## src/rtl/hqg_pkg.sv

```systemverilog
// Package: shared constants, types and helpers of the Householder Q generation block.
package hqg_pkg;

  localparam int MAX_ROWS = 64;
  localparam int MAX_COLS = 64;
  localparam int ROW_W    = $clog2(MAX_ROWS);
  localparam int COL_W    = $clog2(MAX_COLS);
  localparam int ADDR_W   = ROW_W + COL_W;
  localparam int MEM_DEPTH = MAX_ROWS * MAX_COLS;
  localparam int Q_W      = 48;
  localparam int CFG_W    = 7;
  localparam int IDX_W    = 6;
  localparam int ACC_W    = Q_W + ROW_W;
  localparam int PADDR_W  = 4;

  localparam logic [Q_W-1:0] Q_ONE = 48'h0001_0000_0000;
  localparam logic [Q_W-1:0] Q_MAX = 48'h7FFF_FFFF_FFFF;
  localparam logic [Q_W-1:0] Q_MIN = 48'h8000_0000_0000;

  localparam logic [1:0] ST_OK      = 2'd0;
  localparam logic [1:0] ST_INVALID = 2'd1;
  localparam logic [1:0] ST_SAT     = 2'd2;

  localparam logic [1:0] REG_ROW_COUNT = 2'd0;
  localparam logic [1:0] REG_COL_COUNT = 2'd1;
  localparam logic [1:0] REG_REF_COUNT = 2'd2;

  typedef enum logic [1:0] {
    CMD_WRITE   = 2'd0,
    CMD_TAU     = 2'd1,
    CMD_COMPUTE = 2'd2,
    CMD_READ    = 2'd3
  } cmd_t;

  typedef enum logic [4:0] {
    S_IDLE, S_RD, S_ID, S_TAU, S_TAU2, S_COL,
    S_DOT_RA, S_DOT_RB, S_DOT_MS, S_DOT_MW, S_DOT_FIN, S_FIN_W,
    S_UPD_RA, S_UPD_RB, S_UPD_MS, S_UPD_MW,
    S_SC_RA, S_SC_MS, S_SC_MW, S_DIAG, S_DONE
  } state_t;

  typedef enum logic [2:0] {
    WS_DATA, WS_ONE, WS_ZERO, WS_MUL, WS_SUM, WS_DIAG
  } wsel_t;

  typedef enum logic {MA_A, MA_S} asel_t;
  typedef enum logic [1:0] {MB_RD, MB_A12, MB_ACC} bsel_t;
  typedef enum logic {OS_FLAG, OS_INVALID} osel_t;

  typedef struct packed {
    logic [CFG_W-1:0] row_count;
    logic [CFG_W-1:0] col_count;
    logic [CFG_W-1:0] reflector_count;
  } cfg_t;

  typedef struct packed {
    logic              mem_we;
    logic [ADDR_W-1:0] mem_addr;
    wsel_t             wsel;
    logic              tau_we;
    logic [COL_W-1:0]  tau_addr;
    logic              ld_tau;
    logic              ld_a;
    logic              ld_b;
    logic              ld_a12;
    logic              mul_start;
    asel_t             asel;
    bsel_t             bsel;
    logic              acc_clr;
    logic              acc_add;
    logic              sat_clr;
    logic              out_load;
    logic              out_rd;
    osel_t             osel;
  } dp_cmd_t;

  typedef struct packed {
    logic mul_busy;
    logic mul_done;
    logic slot_free;
  } dp_stat_t;

  function automatic logic [ADDR_W-1:0] mk_addr(input logic [CFG_W-1:0] r,
                                                 input logic [CFG_W-1:0] c);
    return {r[ROW_W-1:0], c[COL_W-1:0]};
  endfunction

endpackage

```

## src/rtl/hqg_ctrl.sv

```systemverilog
// Controller: request decode and the loop sequencer of the compute pass.
module hqg_ctrl
  import hqg_pkg::*;
(
  input  logic             clk,
  input  logic             rst_n,
  input  cfg_t             cfg,
  input  logic             in_valid,
  output logic             in_ready,
  input  logic [1:0]       in_cmd,
  input  logic [IDX_W-1:0] in_row_index,
  input  logic [IDX_W-1:0] in_col_index,
  input  dp_stat_t         stat,
  output dp_cmd_t          cmd
);

  state_t           state_r, state_nxt;
  logic [CFG_W-1:0] i_r, i_nxt, j_r, j_nxt, c_r, c_nxt;
  logic             rd_ok_r, rd_ok_nxt;
  logic             accept, sizes_ok, elem_ok, tau_ok;
  logic [CFG_W-1:0] m, n, k, in_row, in_col, jp1;
  cmd_t             op;

  assign m      = cfg.row_count;
  assign n      = cfg.col_count;
  assign k      = cfg.reflector_count;
  assign in_row = CFG_W'(in_row_index);
  assign in_col = CFG_W'(in_col_index);
  assign jp1    = j_r + CFG_W'(1);
  assign op     = cmd_t'(in_cmd);

  assign in_ready = (state_r == S_IDLE) && stat.slot_free;
  assign accept   = in_valid && in_ready;
  assign sizes_ok = (m != '0) && (n != '0) && (int'(m) <= MAX_ROWS) &&
                    (int'(n) <= MAX_COLS) && (k <= n) && (n <= m);
  assign elem_ok  = (int'(in_row) < MAX_ROWS) && (int'(in_col) < MAX_COLS);
  assign tau_ok   = int'(in_row) < MAX_COLS;

  always_comb begin
    state_nxt = state_r;
    i_nxt     = i_r;
    j_nxt     = j_r;
    c_nxt     = c_r;
    rd_ok_nxt = rd_ok_r;
    case (state_r)
      S_IDLE: begin
        if (accept && op == CMD_READ) begin
          state_nxt = S_RD;
          rd_ok_nxt = elem_ok;
        end else if (accept && op == CMD_COMPUTE && sizes_ok) begin
          state_nxt = S_ID;
          j_nxt     = k;
          i_nxt     = '0;
        end
      end
      S_RD: state_nxt = S_IDLE;
      S_ID: begin
        if (j_r < n) begin
          if (i_r == m - CFG_W'(1)) begin
            i_nxt = '0;
            j_nxt = jp1;
          end else begin
            i_nxt = i_r + CFG_W'(1);
          end
        end else if (k == '0) begin
          state_nxt = S_DONE;
        end else begin
          j_nxt     = k - CFG_W'(1);
          state_nxt = S_TAU;
        end
      end
      S_TAU: state_nxt = S_TAU2;
      S_TAU2: begin
        c_nxt     = jp1;
        state_nxt = S_COL;
      end
      S_COL: begin
        i_nxt     = jp1;
        state_nxt = (c_r < n) ? S_DOT_RA : S_SC_RA;
      end
      S_DOT_RA: state_nxt = (i_r < m) ? S_DOT_RB : S_DOT_FIN;
      S_DOT_RB: state_nxt = S_DOT_MS;
      S_DOT_MS: state_nxt = S_DOT_MW;
      S_DOT_MW: begin
        if (stat.mul_done) begin
          i_nxt     = i_r + CFG_W'(1);
          state_nxt = S_DOT_RA;
        end
      end
      S_DOT_FIN: state_nxt = S_FIN_W;
      S_FIN_W: begin
        if (stat.mul_done) begin
          i_nxt     = jp1;
          state_nxt = S_UPD_RA;
        end
      end
      S_UPD_RA: begin
        if (i_r < m) begin
          state_nxt = S_UPD_RB;
        end else begin
          c_nxt     = c_r + CFG_W'(1);
          state_nxt = S_COL;
        end
      end
      S_UPD_RB: state_nxt = S_UPD_MS;
      S_UPD_MS: state_nxt = S_UPD_MW;
      S_UPD_MW: begin
        if (stat.mul_done) begin
          i_nxt     = i_r + CFG_W'(1);
          state_nxt = S_UPD_RA;
        end
      end
      S_SC_RA: state_nxt = (i_r < m) ? S_SC_MS : S_DIAG;
      S_SC_MS: state_nxt = S_SC_MW;
      S_SC_MW: begin
        if (stat.mul_done) begin
          i_nxt     = i_r + CFG_W'(1);
          state_nxt = S_SC_RA;
        end
      end
      S_DIAG: begin
        if (j_r == '0) begin
          state_nxt = S_DONE;
        end else begin
          j_nxt     = j_r - CFG_W'(1);
          state_nxt = S_TAU;
        end
      end
      S_DONE: begin
        if (stat.slot_free) begin
          state_nxt = S_IDLE;
        end
      end
      default: state_nxt = S_IDLE;
    endcase
  end

  always_comb begin
    cmd           = '0;
    cmd.wsel      = WS_ZERO;
    cmd.asel      = MA_A;
    cmd.bsel      = MB_RD;
    cmd.osel      = OS_FLAG;
    cmd.mem_addr  = mk_addr(i_r, j_r);
    cmd.tau_addr  = j_r[COL_W-1:0];
    case (state_r)
      S_IDLE: begin
        cmd.mem_addr = mk_addr(in_row, in_col);
        cmd.tau_addr = in_row[COL_W-1:0];
        if (accept) begin
          case (op)
            CMD_WRITE: begin
              cmd.mem_we   = elem_ok;
              cmd.wsel     = WS_DATA;
              cmd.out_load = 1'b1;
            end
            CMD_TAU: begin
              cmd.tau_we   = tau_ok;
              cmd.out_load = 1'b1;
            end
            CMD_COMPUTE: begin
              if (sizes_ok) begin
                cmd.sat_clr = 1'b1;
              end else begin
                cmd.out_load = 1'b1;
                cmd.osel     = OS_INVALID;
              end
            end
            default: cmd.out_load = 1'b0;
          endcase
        end
      end
      S_RD: begin
        cmd.out_load = 1'b1;
        cmd.out_rd   = rd_ok_r;
      end
      S_ID: begin
        cmd.mem_we = j_r < n;
        cmd.wsel   = (i_r == j_r) ? WS_ONE : WS_ZERO;
      end
      S_TAU2:   cmd.ld_tau = 1'b1;
      S_COL:    cmd.acc_clr = c_r < n;
      S_DOT_RB: begin
        cmd.mem_addr = mk_addr(i_r, c_r);
        cmd.ld_a     = 1'b1;
      end
      S_DOT_MS: cmd.mul_start = 1'b1;
      S_DOT_MW: cmd.acc_add = stat.mul_done;
      S_DOT_FIN: begin
        cmd.mul_start = 1'b1;
        cmd.asel      = MA_S;
        cmd.bsel      = MB_ACC;
      end
      S_FIN_W: begin
        cmd.mem_addr = mk_addr(j_r, c_r);
        cmd.mem_we   = stat.mul_done;
        cmd.ld_a12   = stat.mul_done;
        cmd.wsel     = WS_MUL;
      end
      S_UPD_RB: begin
        cmd.mem_addr = mk_addr(i_r, c_r);
        cmd.ld_a     = 1'b1;
      end
      S_UPD_MS: begin
        cmd.mul_start = 1'b1;
        cmd.bsel      = MB_A12;
        cmd.ld_b      = 1'b1;
      end
      S_UPD_MW: begin
        cmd.mem_addr = mk_addr(i_r, c_r);
        cmd.mem_we   = stat.mul_done;
        cmd.wsel     = WS_SUM;
      end
      S_SC_MS: begin
        cmd.mul_start = 1'b1;
        cmd.asel      = MA_S;
      end
      S_SC_MW: begin
        cmd.mem_we = stat.mul_done;
        cmd.wsel   = WS_MUL;
      end
      S_DIAG: begin
        cmd.mem_addr = mk_addr(j_r, j_r);
        cmd.mem_we   = 1'b1;
        cmd.wsel     = WS_DIAG;
      end
      S_DONE: cmd.out_load = stat.slot_free;
      default: cmd.out_load = 1'b0;
    endcase
  end

  always_ff @(posedge clk) begin
    if (!rst_n) begin
      state_r <= S_IDLE;
      i_r     <= '0;
      j_r     <= '0;
      c_r     <= '0;
      rd_ok_r <= 1'b0;
    end else begin
      state_r <= state_nxt;
      i_r     <= i_nxt;
      j_r     <= j_nxt;
      c_r     <= c_nxt;
      rd_ok_r <= rd_ok_nxt;
    end
  end

`ifndef ASSERT_OFF
  a_mul_idle: assert property (@(posedge clk) disable iff (!rst_n)
    cmd.mul_start |-> !stat.mul_busy) else $error("multiplier started while busy");
  a_slot_free: assert property (@(posedge clk) disable iff (!rst_n)
    cmd.out_load |-> stat.slot_free) else $error("result loaded into a full slot");
  a_ready_idle: assert property (@(posedge clk) disable iff (!rst_n)
    in_ready |-> state_r == S_IDLE) else $error("request taken outside idle");
  a_diag_range: assert property (@(posedge clk) disable iff (!rst_n)
    state_r == S_DIAG |-> j_r < n) else $error("diagonal write out of range");
`endif

endmodule

```

## config.mk

```make
export PLATFORM = sky130hd
export DESIGN_NAME = hqg_ctrl
export DESIGN_NICKNAME = d
export VERILOG_FILES = /design/src/rtl/hqg_pkg.sv /design/src/rtl/hqg_ctrl.sv
export SDC_FILE = /design/constraint.sdc
export NUM_CORES = 1
export LEC_CHECK = 0
export BUFFER_PORTS_ARGS = -buffer_cell sky130_fd_sc_hd__buf_2
export CAP_MARGIN = 30
export CORE_UTILIZATION = 52
export CTS_CLUSTER_DIAMETER = 50
export CTS_CLUSTER_SIZE = 20
export DETAILED_ROUTE_END_ITERATION = 10
export PLACE_DENSITY = 0.9
export SLEW_MARGIN = 10
export SYNTH_ARGS = -nofsm -noshare
export SYNTH_HDL_FRONTEND = slang
export SYNTH_SLANG_ARGS = --single-unit
```

## constraint.sdc

```tcl
create_clock -name clk -period 2.15 [get_ports clk]
set_clock_uncertainty 0.05 [all_clocks]
set_input_delay 0.215 -clock clk [delete_from_list [all_inputs] [get_ports clk]]
set_output_delay 0.215 -clock clk [all_outputs]
set_load 0.005 [all_outputs]
```

==> flow_metrics.py, run 1 <==
metrics = {
    "yosys": {
        "yosys_warnings": 0,
        "synth_commonest_cells": "nand2_1 (63), nor2_1 (41), ha_1 (40), inv_1 (40), o21ai_0 (36)",
        "synth-edff-count": 0,
        "syn_area_mm2": 0.00408,
        "ys_types": 74,
        "syn_nets": 651,
        "ys_ff_latch": 27,
        "async_flop_share": 0,
        "seq_area_frac_synth": 0.133,
        "synth_flop_cell": "dfxtp_1",
        "synth_top_area_frac": 0.133,
        "syn-mean-instance-area_um2": 7.16,
        "yosysMostFrequentCell": "nand2_1",
        "synth_area_leaders": "dfxtp_1 (13%), ha_1 (12%), nand2_1 (5.8%)",
        "synth_area_leader_cell": "dfxtp_1",
        "syn_inst": 570,
    },
    "cts": {
        "cts_sinks": 27,
        "holdBufCountCts": 0,
        "cts-root-buf": "clkbuf_8",
        "cts_buffer_depth": 2,
        "numCtsBuffers": 3,
        "htree_levels": 1,
    },
    "placed_design": {
        "dp_hpwl_um": 13000,
        "gp_congestion": 1.07,
        "port_buffers": 77,
    },
    "run_status": {
        "status": "did not finish",
        "stop_error": "[ERROR GRT-0232] Routing congestion too high. Check the congestion heatmap in the GUI.",
        "lastStage": "global routing (5_1_grt)",
    },
    "die": {
        "start_util": 0.551,
        "die_w_um": 90.6,
        "ioPinCount": 79,
        "die_h_um": 90.6,
        "fp-row-count": 31,
    },
    "global_route": {
        "track_usage": 0.784,
        "grt_max_degree": 40,
        "overflow": 62,
    },
    "sta": {
        "worst_endpoint_kind": "register data pin",
        "grt-worst-endpoint": "j_r[4]$_SDFFE_PN0P_/D",
    },
}
==> through the flow <==
stage / TNS, ns / std cells / hold WS (ns) / area, µm² / setup slack, ns
2_1_floorplan: -0.174 / 570 / 0.336 / 4160 / -0.0302
3_3_place_gp: -5.85 / 827 / 0.470 / 5420 / -0.353
3_5_place_dp: -8.21 / 827 / 0.477 / 5420 / -0.530
4_1_cts: -4.76 / 854 / 0.265 / 5940 / -0.277
==> routing by layer <==
metal | track usage | overflow
met2 | 0.931 | 22
met5 | 0.0833 | 1
met3 | 0.616 | 2
met1 | 0.800 | 0
met4 | 0.845 | 37
==> kinds of logic after synthesis <==
logic type / synth area share
XOR/XNOR: 0.0666
multiplexers: 0.0322
AND/OR/NAND/NOR: 0.277
flip-flops: 0.133
adder cells (fa/ha/maj): 0.123
buffers and inverters: 0.0844
AO/OA/AOI/OAI: 0.285
==> timing repair <==
action                                  CTS
buffers inserted                         22
pin swaps                                33
endpoints found under the hold margin     0
endpoints found under the setup margin   49
cloned                                    1
resized for setup                        81
==> run 2: changes to the inputs <==
--- a/config.mk
+++ b/config.mk
@@ -7,11 +7,9 @@
 export LEC_CHECK = 0
 export BUFFER_PORTS_ARGS = -buffer_cell sky130_fd_sc_hd__buf_2
 export CAP_MARGIN = 30
-export CORE_UTILIZATION = 52
-export CTS_CLUSTER_DIAMETER = 50
-export CTS_CLUSTER_SIZE = 20
+export CORE_UTILIZATION = 40
 export DETAILED_ROUTE_END_ITERATION = 10
-export PLACE_DENSITY = 0.9
+export PLACE_DENSITY_LB_ADDON = 0.15
 export SLEW_MARGIN = 10
 export SYNTH_ARGS = -nofsm -noshare
 export SYNTH_HDL_FRONTEND = slang
==> constraint.sdc (replaced) <==
create_clock -name clk -period 2.8 [get_ports clk]
set_clock_uncertainty 0.05 [all_clocks]
set_input_delay 0.28 -clock clk [delete_from_list [all_inputs] [get_ports clk]]
set_output_delay 0.28 -clock clk [all_outputs]
set_load 0.005 [all_outputs]
==> run 2 against run 1 <==
Effect of this change:
- area after synthesis stayed put
- synthesized cell count stayed put
- the run now ends clean
==> flow_metrics.py, run 2 <==
metrics = {
    "run_status": {
        "status": "completed",
    },
    "layout": {
        "final_common_cell": "buf_2",
        "fin_cells": 786,
        "reg_top3": "c_r: 7 flops, i_r: 7 flops, j_r: 7 flops",
        "diodes": 0,
        "design_area_mm2": 0.00484,
        "nets": 735,
        "final_util": 0.493,
        "final_cell_mix": "buf_2 (77), nand2_1 (63), buf_4 (46)",
        "n_fill_cell": 1058,
        "drive_above_1_share": 0.230,
        "synthToLayoutAreaGrowth_pct": 18.7,
    },
    "yosys": {
        "synth_top_area_frac": 0.133,
        "seq_area_frac_synth": 0.133,
        "async_flop_share": 0,
        "synth_area_leader_cell": "dfxtp_1",
        "syn_nets": 651,
        "syn-mean-instance-area_um2": 7.16,
        "synth_flop_cell": "dfxtp_1",
        "syn_area_mm2": 0.00408,
        "synth_commonest_cells": "nand2_1 (63), nor2_1 (41), ha_1 (40), inv_1 (40), o21ai_0 (36)",
        "syn_inst": 570,
        "yosys_warnings": 0,
        "synth_area_leaders": "dfxtp_1 (13%), ha_1 (12%), nand2_1 (5.8%)",
        "ys_ff_latch": 27,
        "synth-edff-count": 0,
        "yosysMostFrequentCell": "nand2_1",
        "ys_types": 74,
    },
    "global_route": {
        "overflow": 0,
        "grt_max_degree": 40,
        "grt_pass1_wl_um": 21800,
        "antenna_found_initial": 0,
        "track_usage": 0.271,
        "grt_pass1_vias": 4103,
    },
    "sta": {
        "post-route-min-period_ns": 2.68,
        "final.setup.tns_ns": 0,
        "max_slew_margin": 0.513,
        "slew_viol_final": 0,
        "hold_viol": 0,
        "hold_slack_ns": 0.303,
        "max_freq_mhz": 373,
        "worst_pin_slew_ns": 0.731,
        "finalSetupViolations": 0,
        "rsz0062_at_grt": "no",
        "setup_slack_ns": 0.121,
        "finalCritPeriodShare": 0.957,
    },
    "cts": {
        "cts_tree": "yes",
        "postCtsSetupRepairBufs": 0,
        "htree_levels": 1,
        "cts-root-buf": "clkbuf_8",
        "holdBufCountCts": 0,
        "cts_buffer_depth": 2,
        "cts_resized": 0,
        "cts_sinks": 27,
        "clock_latency_ns": 0.28,
        "numCtsBuffers": 3,
        "clk_pin_slew_ns": 0.10,
    },
    "die": {
        "die_h_um": 103,
        "ioPinCount": 79,
        "fp-row-count": 36,
        "die-area_mm2": 0.0106,
        "coreArea_mm2": 0.00982,
        "die_w_um": 103,
        "start_util": 0.415,
    },
    "setup_path": {
        "cp.depth": 7,
        "slowest_stage": "dfxtp_2",
        "cp-endpoint": "cmd[33]",
        "r2r_end": "i_r[0]",
        "cpLargestDelayFamily": "compound AO/OA/AOI/OAI gates",
        "crit_chain": "nor2b_1 -> nor2_1 -> o22ai_1 -> nand2_1 -> a222oi_1 -> inv_1 -> buf_2",
        "arrival_ns": 2.35,
        "crit_type": "reg -> out",
        "max_stage_delay_ns": 0.54,
        "rrSetupSlack_ns": 0.26,
        "cp.required_ns": 2.47,
        "reg2reg_from": "j_r[4]",
        "path_buf_inv": 2,
        "startpoint_type": "register",
        "r2r_cells": 8,
        "cp-end-kind": "output port",
        "crit_start": "state_r[4]",
        "path_max_fanout": 17,
    },
    "pwr": {
        "switchingPower_mw": 1.05,
        "swShare": 0.479,
        "seq_power_share": 0.212,
        "power_density_mw_per_mm2": 454,
        "power.leakage_nw": 2.35,
        "intPower_mw": 1.14,
        "worst_ir_drop_vdd_uv": 194,
        "p_total_mw": 2.20,
        "p_clk_frac": 0.111,
        "comb_power_share": 0.677,
    },
    "detailed_routing": {
        "first_pass_iters": 5,
        "drc": 0,
        "avgRoutedWirePerCell_um": 18.0,
        "postRouteAntennaNets": 0,
        "wirelength_um": 14100,
        "vias": 4659,
        "first_iter_violations": 387,
        "via_per_inst": 5.93,
    },
    "placed_design": {
        "dp_hpwl_um": 11300,
        "placedCellCount": 782,
        "place_area_mm2": 0.00479,
        "port_buffers": 77,
        "dp_slack_ns": 0.109,
        "gp_congestion": 0.948,
    },
    "worst_hold_path": {
        "hp-class": "in -> reg",
    },
    "flow_run": {
        "cap_violations": 0,
    },
}
-- run 2: cell counts after synthesis --
Identical to the previous run, type by type.
-- run 2: worst min-delay path by stage --
stage,cells after the start,startpoint,to,slack (ns)
after detailed placement,2,c_r[3],c_r[3],0.49
final,3,in_cmd[0],rd_ok_r,0.30
after floorplan,2,in_cmd[0],rd_ok_r,0.40
after CTS,3,in_cmd[0],rd_ok_r,0.30
after global placement,2,c_r[3],c_r[3],0.49
after global routing,3,in_cmd[0],rd_ok_r,0.33
-- run 2: cells by family (layout without fill, tap and decap cells) --
kind of cell               after synthesis  after routing  synth area share
AOI/OAI and AO/OA                      159            159             0.285
buffers and inverters                   84            167            0.0844
DFF                                     27             27             0.133
and+or+nand+nor                        216            216             0.277
muxes                                   13             13            0.0322
adders and majority gates               40             40             0.123
xor gates and xnor gates                31             31            0.0666
-- run 2: per-layer routing --
layer / track usage / share of wire / vias up
met4: 0.0780 / 0.020 / 0
met5: 0 / 0 / -
met1: 0.370 / 0.44 / 2179
met3: 0.0237 / 0.067 / 16
li1: - / - / 2268
met2: 0.453 / 0.47 / 196
-- run 2: area by class of cell --
type	count	area [µm²]	area share
repair buffers	123	731	0.151
inverters	40	150	0.0310
multi-input cells	459	3210	0.662
well taps	133	166	0.0344
flip-flops and latches	27	544	0.112
clock buffers	4	45.0	0.00930
-- run 2: worst min-delay path, stage by stage --
cell and delay, ns:
buf_2 0.14, a31oi_1 0.09, nor2b_1 0.09
-- run 2: power by group through the flow --
| stage | Sequential (mW) | Combinational, mW | Clock (mW) |
|---|---|---|---|
| global route | 0.472 | 1.62 | 0.264 |
| global placement | 0.472 | 1.44 | 0 |
| finish | 0.467 | 1.49 | 0.243 |
| CTS | 0.464 | 1.46 | 0.247 |
| floorplan | 0.463 | 0.932 | 0 |
| detailed placement | 0.473 | 1.46 | 0 |
Note: power is estimated with default switching activity, not from simulation.
==> run 3: changes to the inputs <==
--- a/config.mk
+++ b/config.mk
@@ -8,8 +8,8 @@
 export BUFFER_PORTS_ARGS = -buffer_cell sky130_fd_sc_hd__buf_2
 export CAP_MARGIN = 30
 export CORE_UTILIZATION = 40
+export CTS_BUF_LIST = sky130_fd_sc_hd__clkbuf_4 sky130_fd_sc_hd__clkbuf_8
 export DETAILED_ROUTE_END_ITERATION = 10
-export PLACE_DENSITY_LB_ADDON = 0.15
 export SLEW_MARGIN = 10
 export SYNTH_ARGS = -nofsm -noshare
 export SYNTH_HDL_FRONTEND = slang
==> run 3 against run 2 <==
Effect of this change:
- critical path depth stayed put
- global-route usage down 0.067 points
- maximum frequency rose by 0.63%
- clock-buffer cell count unchanged
- first-iteration DRC count decreased by 11%
- cell count increased by 0.13%
- die area stayed put
- register-to-register slack hardly changed
- highest routed layer unchanged
==> flow_metrics.py, run 3 (same netlist as run 2, synthesis figures left out) <==
metrics = {
    "setup_path": {
        "crit_start": "state_r[1]",
        "cp.required_ns": 2.47,
        "path_max_fanout": 13,
        "r2r_cells": 9,
        "max_stage_delay_ns": 0.51,
        "reg2reg_from": "j_r[1]",
        "startpoint_type": "register",
        "crit_path_frequent_cell": "nand2_1",
        "crit_type": "reg -> out",
        "crit_chain": "buf_4 -> nand2_1 -> o22ai_1 -> nand2_1 -> a222oi_1 -> inv_1 -> buf_2",
        "slowest_stage": "a222oi_1",
        "cp-end-kind": "output port",
        "arrival_ns": 2.33,
        "r2r_end": "j_r[6]",
        "rrSetupSlack_ns": 0.26,
    },
    "layout": {
        "design_area_mm2": 0.00486,
        "nets": 736,
        "final_common_cell": "buf_2",
        "synthToLayoutAreaGrowth_pct": 19.2,
        "final_cell_mix": "buf_2 (77), nand2_1 (63), buf_4 (47)",
        "drive_above_1_share": 0.235,
        "reg_top3": "c_r: 7 flops, i_r: 7 flops, j_r: 7 flops",
        "final_util": 0.495,
        "diodes": 0,
    },
    "die": {
        "die_h_um": 103,
        "fp-row-count": 36,
        "start_util": 0.415,
        "ioPinCount": 79,
        "coreArea_mm2": 0.00982,
        "die_w_um": 103,
        "die-area_mm2": 0.0106,
    },
    "global_route": {
        "track_usage": 0.270,
        "grt_max_degree": 40,
        "antenna_found_initial": 0,
        "overflow": 0,
        "grt_pass1_wl_um": 21800,
        "grt_pass1_vias": 4212,
    },
    "cts": {
        "cts_buffer_depth": 2,
        "cts-root-buf": "clkbuf_8",
        "postCtsSetupRepairBufs": 0,
        "clock_latency_ns": 0.28,
        "clk_pin_slew_ns": 0.10,
        "cts_sinks": 27,
        "numCtsBuffers": 3,
        "cts_tree": "yes",
        "holdBufCountCts": 0,
        "htree_levels": 1,
    },
    "sta": {
        "finalSetupViolations": 0,
        "hold_viol": 0,
        "setup_slack_ns": 0.138,
        "finalCritPeriodShare": 0.951,
        "post-route-min-period_ns": 2.66,
        "final.setup.tns_ns": 0,
        "worst_pin_slew_ns": 0.703,
        "slew_viol_final": 0,
        "rsz0062_at_grt": "no",
        "max_freq_mhz": 376,
        "max_slew_margin": 0.531,
    },
    "placed_design": {
        "gp_congestion": 0.942,
        "port_buffers": 77,
        "dp_slack_ns": 0.0868,
        "dp_hpwl_um": 11300,
        "place_area_mm2": 0.00479,
    },
    "pwr": {
        "intPower_mw": 1.16,
        "power_density_mw_per_mm2": 454,
        "seq_power_share": 0.216,
        "comb_power_share": 0.671,
        "power.leakage_nw": 2.36,
        "p_clk_frac": 0.113,
        "worst_ir_drop_vdd_uv": 219,
        "p_total_mw": 2.21,
        "switchingPower_mw": 1.05,
        "swShare": 0.474,
    },
    "worst_hold_path": {
        "hold_depth": 3,
        "hold_end": "rd_ok_r",
        "holdCritStartpoint": "in_cmd[0]",
        "hp-class": "in -> reg",
    },
    "detailed_routing": {
        "vias": 4709,
        "first_iter_violations": 344,
        "postRouteAntennaNets": 0,
        "avgRoutedWirePerCell_um": 18.1,
        "wirelength_um": 14300,
        "drc": 0,
        "first_pass_iters": 7,
        "via_per_inst": 5.98,
    },
    "run_status": {
        "status": "completed",
    },
    "flow_run": {
        "cap_violations": 0,
    },
}
run 3: cell count changes in the layout (fill, tap and decap cells not counted), sizes merged:
| cell | delta |
|---|---|
| buf | +1 |
run 3: stage by stage:
step | hold slack, ns | cells
after floorplan | 0.401 | 570
after global placement | 0.482 | 783
after detailed placement | 0.483 | 783
after CTS | 0.300 | 787
after global routing | 0.324 | 787
final | 0.295 | 787
run 3: area by class of cell:
class / count / area (µm²)
fill: 1042 / 4960
inverter: 40 / 150
timing repair buffer: 124 / 738
sequential: 27 / 544
multi-input combinational: 459 / 3210
clock buffer: 4 / 48.8
tap: 133 / 166
run 3: power groups by stage:
stage                     Clock [mW]  Combinational [mW]  Sequential (mW)
after floorplan                    0               0.932            0.463
after global placement             0                1.43            0.481
after detailed placement           0                1.45            0.483
after CTS                      0.253                1.46            0.474
after global routing           0.268                1.62            0.484
final                          0.249                1.48            0.476
run 3: worst max path at each step:
stage / cells past startpoint / slack (ns) / endpoint
after floorplan: 9 / 0.40 / j_r[1]
after global placement: 11 / 0.16 / state_r[4]
after detailed placement: 11 / 0.09 / state_r[1]
after CTS: 7 / 0.03 / cmd[33]
after global routing: 7 / 0.02 / cmd[32]
final: 7 / 0.14 / cmd[33]
run 3: per-layer routing:
layer  vias up  share of wire  GRT usage
met5         -              0          0
met4         0          0.024     0.0888
met3        22          0.067     0.0224
met2       194           0.47      0.446
met1      2229           0.44      0.371
li1       2264              -          -
run 3: timing repair:
item                       in CTS  in global routing
setup endpoints to repair       0                 12
hold endpoints to repair        0                  0
resized for setup               0                  6
run 3: worst max-delay path, delay by kind of cell (launching register included):
family	cells	cell delay, ns
buf+inv	3	0.47
flops	1	0.49
compound gates	2	0.69
simple gates	2	0.39
